[src/design/sacl_way_select.sv]
// ============================================================================
// sacl_way_select
// Searches the ways of one set for a valid matching tag and, on a miss,
// picks the way to fill: the highest-numbered invalid way, or else the
// lowest-numbered way holding the greatest age.
// ============================================================================
module sacl_way_select #(
    parameter int WAYS  = 4,
    parameter int TAG_W = 52,
    parameter int AGE_W = 3,
    parameter int WAY_W = 2
) (
    input  logic [WAYS-1:0]             i_valid,
    input  logic [WAYS-1:0][AGE_W-1:0]  i_age,
    input  logic [WAYS-1:0][TAG_W-1:0]  i_tags,
    input  logic [TAG_W-1:0]            i_tag,
    output logic                        o_hit,
    output logic [WAY_W-1:0]            o_way
);

    logic [WAYS-1:0]  w_match;
    logic [WAYS-1:0]  w_oldest;
    logic [WAY_W-1:0] w_hit_way;
    logic [WAY_W-1:0] w_inv_way;
    logic [WAY_W-1:0] w_old_way;
    logic             w_have_inv;

    always_comb begin
        for (int i = 0; i < WAYS; i++) begin
            w_match[i]  = i_valid[i] && (i_tags[i] == i_tag);
            w_oldest[i] = 1'b1;
            for (int j = 0; j < WAYS; j++) begin
                if (j < i) begin
                    if (!(i_age[i] > i_age[j])) begin
                        w_oldest[i] = 1'b0;
                    end
                end else if (j > i) begin
                    if (i_age[i] < i_age[j]) begin
                        w_oldest[i] = 1'b0;
                    end
                end
            end
        end
    end

    always_comb begin
        w_hit_way = '0;
        w_old_way = '0;
        for (int i = WAYS - 1; i >= 0; i--) begin
            if (w_match[i]) begin
                w_hit_way = WAY_W'(i);
            end
            if (w_oldest[i]) begin
                w_old_way = WAY_W'(i);
            end
        end
        w_inv_way = '0;
        for (int i = 0; i < WAYS; i++) begin
            if (!i_valid[i]) begin
                w_inv_way = WAY_W'(i);
            end
        end
    end

    assign w_have_inv = ~&i_valid;
    assign o_hit      = |w_match;
    assign o_way      = o_hit      ? w_hit_way :
                        w_have_inv ? w_inv_way : w_old_way;

endmodule

[config.mk]
export PLATFORM = sky130hd
export DESIGN_NAME = sacl_way_select
export DESIGN_NICKNAME = d
export VERILOG_FILES = /design/src/design/sacl_way_select.sv
export SDC_FILE = /design/constraint.sdc
export NUM_CORES = 1
export LEC_CHECK = 0
export ABC_AREA = 1
export BUFFER_PORTS_ARGS = -buffer_cell sky130_fd_sc_hd__buf_2
export CAP_MARGIN = 20
export CORE_MARGIN = 4
export CORE_UTILIZATION = 48
export DETAILED_ROUTE_END_ITERATION = 16
export GPL_TIMING_DRIVEN = 0
export PLACE_DENSITY = 0.94
export SYNTH_ARGS = -nofsm -noshare
export SYNTH_HDL_FRONTEND = slang
export SYNTH_SLANG_ARGS = --single-unit
[constraint.sdc]
create_clock -name vclk -period 3.5
set_input_delay 1.05 -clock vclk [all_inputs]
set_output_delay 1.05 -clock vclk [all_outputs]
set_load 0.05 [all_outputs]
==> results of run 1 <==
metal layers:
| metal | vias to the layer above | part of all wire |
|---|---|---|
| met3 | 78 | 0.11 |
| met1 | 3752 | 0.39 |
| met2 | 549 | 0.46 |
| met4 | 0 | 0.042 |
| li1 | 4210 | - |
| met5 | - | 0 |
path summary, 6_finish.rpt:
path | end | slack (ns)
setup / recovery | o_way[0] | -0.08
hold / removal | o_way[1] | 2.65
through the flow:
step / setup TNS (ns) / setup slack [ns] / cell area (um2) / instances / total power (W)
after detailed placement: -0.9339 / -0.3249 / 6679 / 1648 / 0.0007890
final: -0.1440 / -0.07519 / 7247 / 1652 / 0.0009071
after floorplan: 0 / 0.06454 / 5117 / 1234 / 0.0004232
after CTS: -0.05336 / -0.05336 / 6852 / 1648 / 0.0008177
after global routing: -0.3097 / -0.1351 / 7244 / 1651 / 0.0009964
after global placement: -0.9688 / -0.3389 / 6679 / 1648 / 0.0007780
layout by cell type (no fill, tap or decap), types with 6 or more instances in the layout:
| cell type | count |
|---|---|
| inv_2 | 52 |
| xor2_1 | 9 |
| nand4_1 | 14 |
| buf_4 | 15 |
| nand2_1 | 598 |
| o22ai_1 | 6 |
| nand2_2 | 43 |
| o21ai_0 | 32 |
| nor2_1 | 156 |
| buf_2 | 247 |
| inv_1 | 184 |
| clkbuf_4 | 9 |
| ha_4 | 7 |
| xnor2_1 | 10 |
| buf_6 | 7 |
| ha_1 | 11 |
| nor2_2 | 33 |
| o21ai_1 | 10 |
| nand3_1 | 18 |
worst min-delay path: cells and delay by family:
family | cells | cell delay (ns)
buffers and inverters | 3 | 0.30
and+or+nand+nor | 3 | 0.20
AOI/OAI and AO/OA | 1 | 0.05
logic make-up after synthesis:
family | Yosys count | share of synthesized area
fa+ha+maj | 18 | 0.04401
compound gates | 64 | 0.06626
simple gates | 884 | 0.6699
buf+inv | 245 | 0.1804
xor+xnor | 23 | 0.03937
cell type report:
cell class	count	area (um2)	area share
timing repair inverter	1	7.507	0.001036
inverter	244	937.1	0.1293
tap	136	170.2	0.02348
antenna	1	2.502	0.0003453
timing repair buffer	280	1533	0.2115
multi-input combinational	989	4589	0.6333
buffer	1	7.507	0.001036
timing repair:
action / CTS / global route
setup endpoints to repair: 3 / 3
buffers inserted: 0 / 2
cloned: 0 / 1
gates resized for setup: 48 / 142
endpoints found under the hold margin: 0 / 0
hold buffers: 0 / 0
pin swaps: 14 / 49
power by group:
group	total [W]	switching, W	internal, W
sequential	0	0	0
clock	0.0000000000382	0	0.0000000000382
combinational	0.000907	0.000555	0.000352
==> reports/qor.yml, run 1 <==
status: "complete, but fails checks"
violations: "negative setup slack"
fillers: 1054
startpoint: "i_tag[3]"
vias: 8589
cp_num_buf_inv: 3
holdWs_ns: 2.653
worst_setup_path_start_kind: "primary input"
grt_pass1_wl_mm: 37.87
grtUsageTotal: 0.3820
maxCapViolations: 0
vdd_drop_max_v: 0.00008599
timing.critical_path.fanout_max: 6
final-seq-area_um2: 0
crit_type: "primary input to output port"
rsz0062_at_grt: "true"
num_rows: 37
avgSynthCellArea_um2: 4.147
syn_area_mm2: 0.005117
place_hpwl_mm: 22.76
hp-class: "primary input to output port"
dieHeight_um: 111.3
cp_top_family: "simple AND/OR/NAND/NOR gates"
drt_iter0_drc: 941
antenna_left: 0
synth_cell_types: 27
utilization: 0.6988
cp_slowest_cell: "nor2_2"
dr.pass1.iters: 8
max_stage_delay_ns: 0.21
clockBufferCount: 0
hold_path_depth: 7
synth_top_cell_area_share: 0.4694
grt_max_degree: 10
use_met1: 0.4897
start_util: 0.4935
power.leakage_nw: 4.858
avgRoutedWirePerCell_um: 15.80
antenna_found_initial: 0
hold_violations: 0
min-delay-start: "i_valid[2]"
met3_usage: 0.04531
gr-max-usage-layer: "met2"
port_buffers: 278
crit_cells: 14
yosysMostFrequentCell: "nand2_1"
finalCritPeriodShare: 1.021
synth_largest_area_cell: "nand2_1"
slew_viol_final: 0
vias_per_cell: 5.199
fin_ws_ns: -0.07519
netlist_instances: 1234
drt_wl_total_mm: 26.11
syn-num-nets: 1528
finalSetupViolations: 3
seq_cell_count: 0
die_area_mm2: 0.01238
p_per_area_mw_per_mm2: 125.2
grt_util_met2: 0.6647
worstMarginPinSlew_ns: 0.4235
die_w_um: 111.3
grt_pass1_vias: 7524
nNetsFinal: 1811
ys_top_cells_by_count: "nand2_1, inv_1, nor2_1"
io_pins: 279
cp_common_cell: "nand2_1"
syn2layout_area_growth_pct: 41.61
cp.arrival_ns: 2.53
core_mm2: 0.01037
crit_required_ns: 2.45
slew_headroom: 0.7167
synthTopCellsByArea: "nand2_1, inv_1, nor2_1"
cp_cell_sequence: "buf_2, inv_2, o21ai_1, nor2_1, nand2_1, nor2_2, nand2_1, nor2_2, nand2_2, nand2_2, nor2_2, nand2_1, nand2_1, buf_6"
overflow: 0
gp_congestion: 1.044
max_freq_mhz: 279.7
route.detailed.drc: 0
cp-end-kind: "output port"
final.min_clock_period_ns: 3.575
drive_above_1_share: 0.2944
yosysWarnings: 0
yosysSeqAreaShare: 0
No activity file was read; power rests on OpenSTA's default activity.
==> run 2: changes to the inputs <==
Settings changed: CORE_UTILIZATION 48 to 36, PLACE_DENSITY 0.94 to 0.76, TNS_END_PERCENT set to 20.
==> reports/qor.yml, run 2 (synthesis results as in run 1) <==
fillers: 1618
avgRoutedWirePerCell_um: 15.77
violations: "negative setup slack"
rsz0062_at_grt: "true"
fin_cells: 1695
worst_setup_path_start_kind: "primary input"
gp_congestion: 1.007
grt_max_degree: 10
drive_above_1_share: 0.2649
vdd_drop_max_v: 0.00005487
fin_ws_ns: -0.07352
dieHeight_um: 127.2
fin_area_mm2: 0.007154
hold_violations: 0
io_pins: 279
slew_viol_final: 0
final.min_clock_period_ns: 3.574
finalCritPeriodShare: 1.021
die_w_um: 127.2
p_per_area_mw_per_mm2: 122.4
hp-class: "primary input to output port"
hold_path_depth: 7
crit_type: "primary input to output port"
clockBufferCount: 0
max_freq_mhz: 279.8
core_mm2: 0.01388
vias: 8109
crit_required_ns: 2.45
die_area_mm2: 0.01619
grt_pass1_wl_mm: 38.33
overflow: 0
final_cell_mix: "nand2_1, buf_2, inv_1"
timing.critical_path.fanout_max: 6
route.detailed.drc: 0
grt_pass1_vias: 7192
num_rows: 43
worstMarginPinSlew_ns: 0.3740
seq_cell_count: 0
syn2layout_area_growth_pct: 39.80
final-seq-area_um2: 0
drt_wl_total_mm: 26.74
cp.arrival_ns: 2.52
vias_per_cell: 4.784
status: "complete, but fails checks"
antenna_left: 0
antenna_found_initial: 1
place_hpwl_mm: 24.26
dr.pass1.iters: 5
nNetsFinal: 1810
port_buffers: 278
slew_headroom: 0.7498
grtUsageTotal: 0.3072
drt_iter0_drc: 803
placed_area_mm2: 0.006734
tns_ns: -0.1485
finalSetupViolations: 3
placedCellCount: 1692
maxCapViolations: 0
cp-end-kind: "output port"
start_util: 0.3687
power.leakage_nw: 4.850
final_common_cell: "nand2_1"
[run 2: worst max-delay path, stage by stage]
cell and delay (ns):
clkbuf_4 0.16, nand2_1 0.16, nand2_1 0.08, nor2_1 0.09
nand2_1 0.06, nor2_1 0.22, nand2_1 0.08, nor2_1 0.12
nand2_2 0.09, nand2_4 0.08, nor2_4 0.04, nand2_2 0.07
nand2_4 0.06, buf_8 0.15
[run 2: area by class of cell]
| type | count | area, um2 | area share |
|---|---|---|---|
| antenna | 1 | 2.502 | 0.0003498 |
| buffer | 1 | 7.507 | 0.001049 |
| multi-input combinational | 989 | 4496 | 0.6284 |
| inverter | 244 | 927.1 | 0.1296 |
| tap | 180 | 225.2 | 0.03148 |
| timing repair buffer | 280 | 1496 | 0.2092 |
[run 2: metal layers]
metal  vias up  GRT usage  wire length [um]
li1       4205          -                 -
met1      3488     0.4037             11020
met2       376     0.5171             12150
met3        40    0.04348              2565
met4         0     0.1016              1000
met5         -          0                 0
[run 2: power breakdown]
group | internal, W | switching, W | total [W] | leakage (nW)
clock | 0.0000000000383 | 0 | 0.0000000000383 | 0.00000634
combinational | 0.000337 | 0.000539 | 0.000876 | 4.85
sequential | 0 | 0 | 0 | 0
[run 2: final timing paths]
path / start / end / slack, ns
hold / removal: i_valid[2] / o_way[1] / 2.70
setup / recovery: i_tag[18] / o_way[0] / -0.07
[run 2: what timing repair did]
action,CTS,global route
gates cloned,0,0
hold buffers,0,0
resized for setup,50,71
pin swaps,13,25
endpoints found under the hold margin,0,0
endpoints found under the setup margin,3,3
setup buffers,1,1
[run 2: per-stage QoR]
step	worst slack, ns	power (W)	hold slack [ns]	util
floorplan	0.06454	0.0004232	2.546	-
global placement	-0.3996	0.0007961	2.773	0.4851
detailed placement	-0.4040	0.0008011	2.771	0.4851
CTS	-0.09370	0.0008331	2.689	0.4998
global route	-0.1396	0.0009673	2.735	0.5154
finish	-0.07352	0.0008759	2.699	0.5154
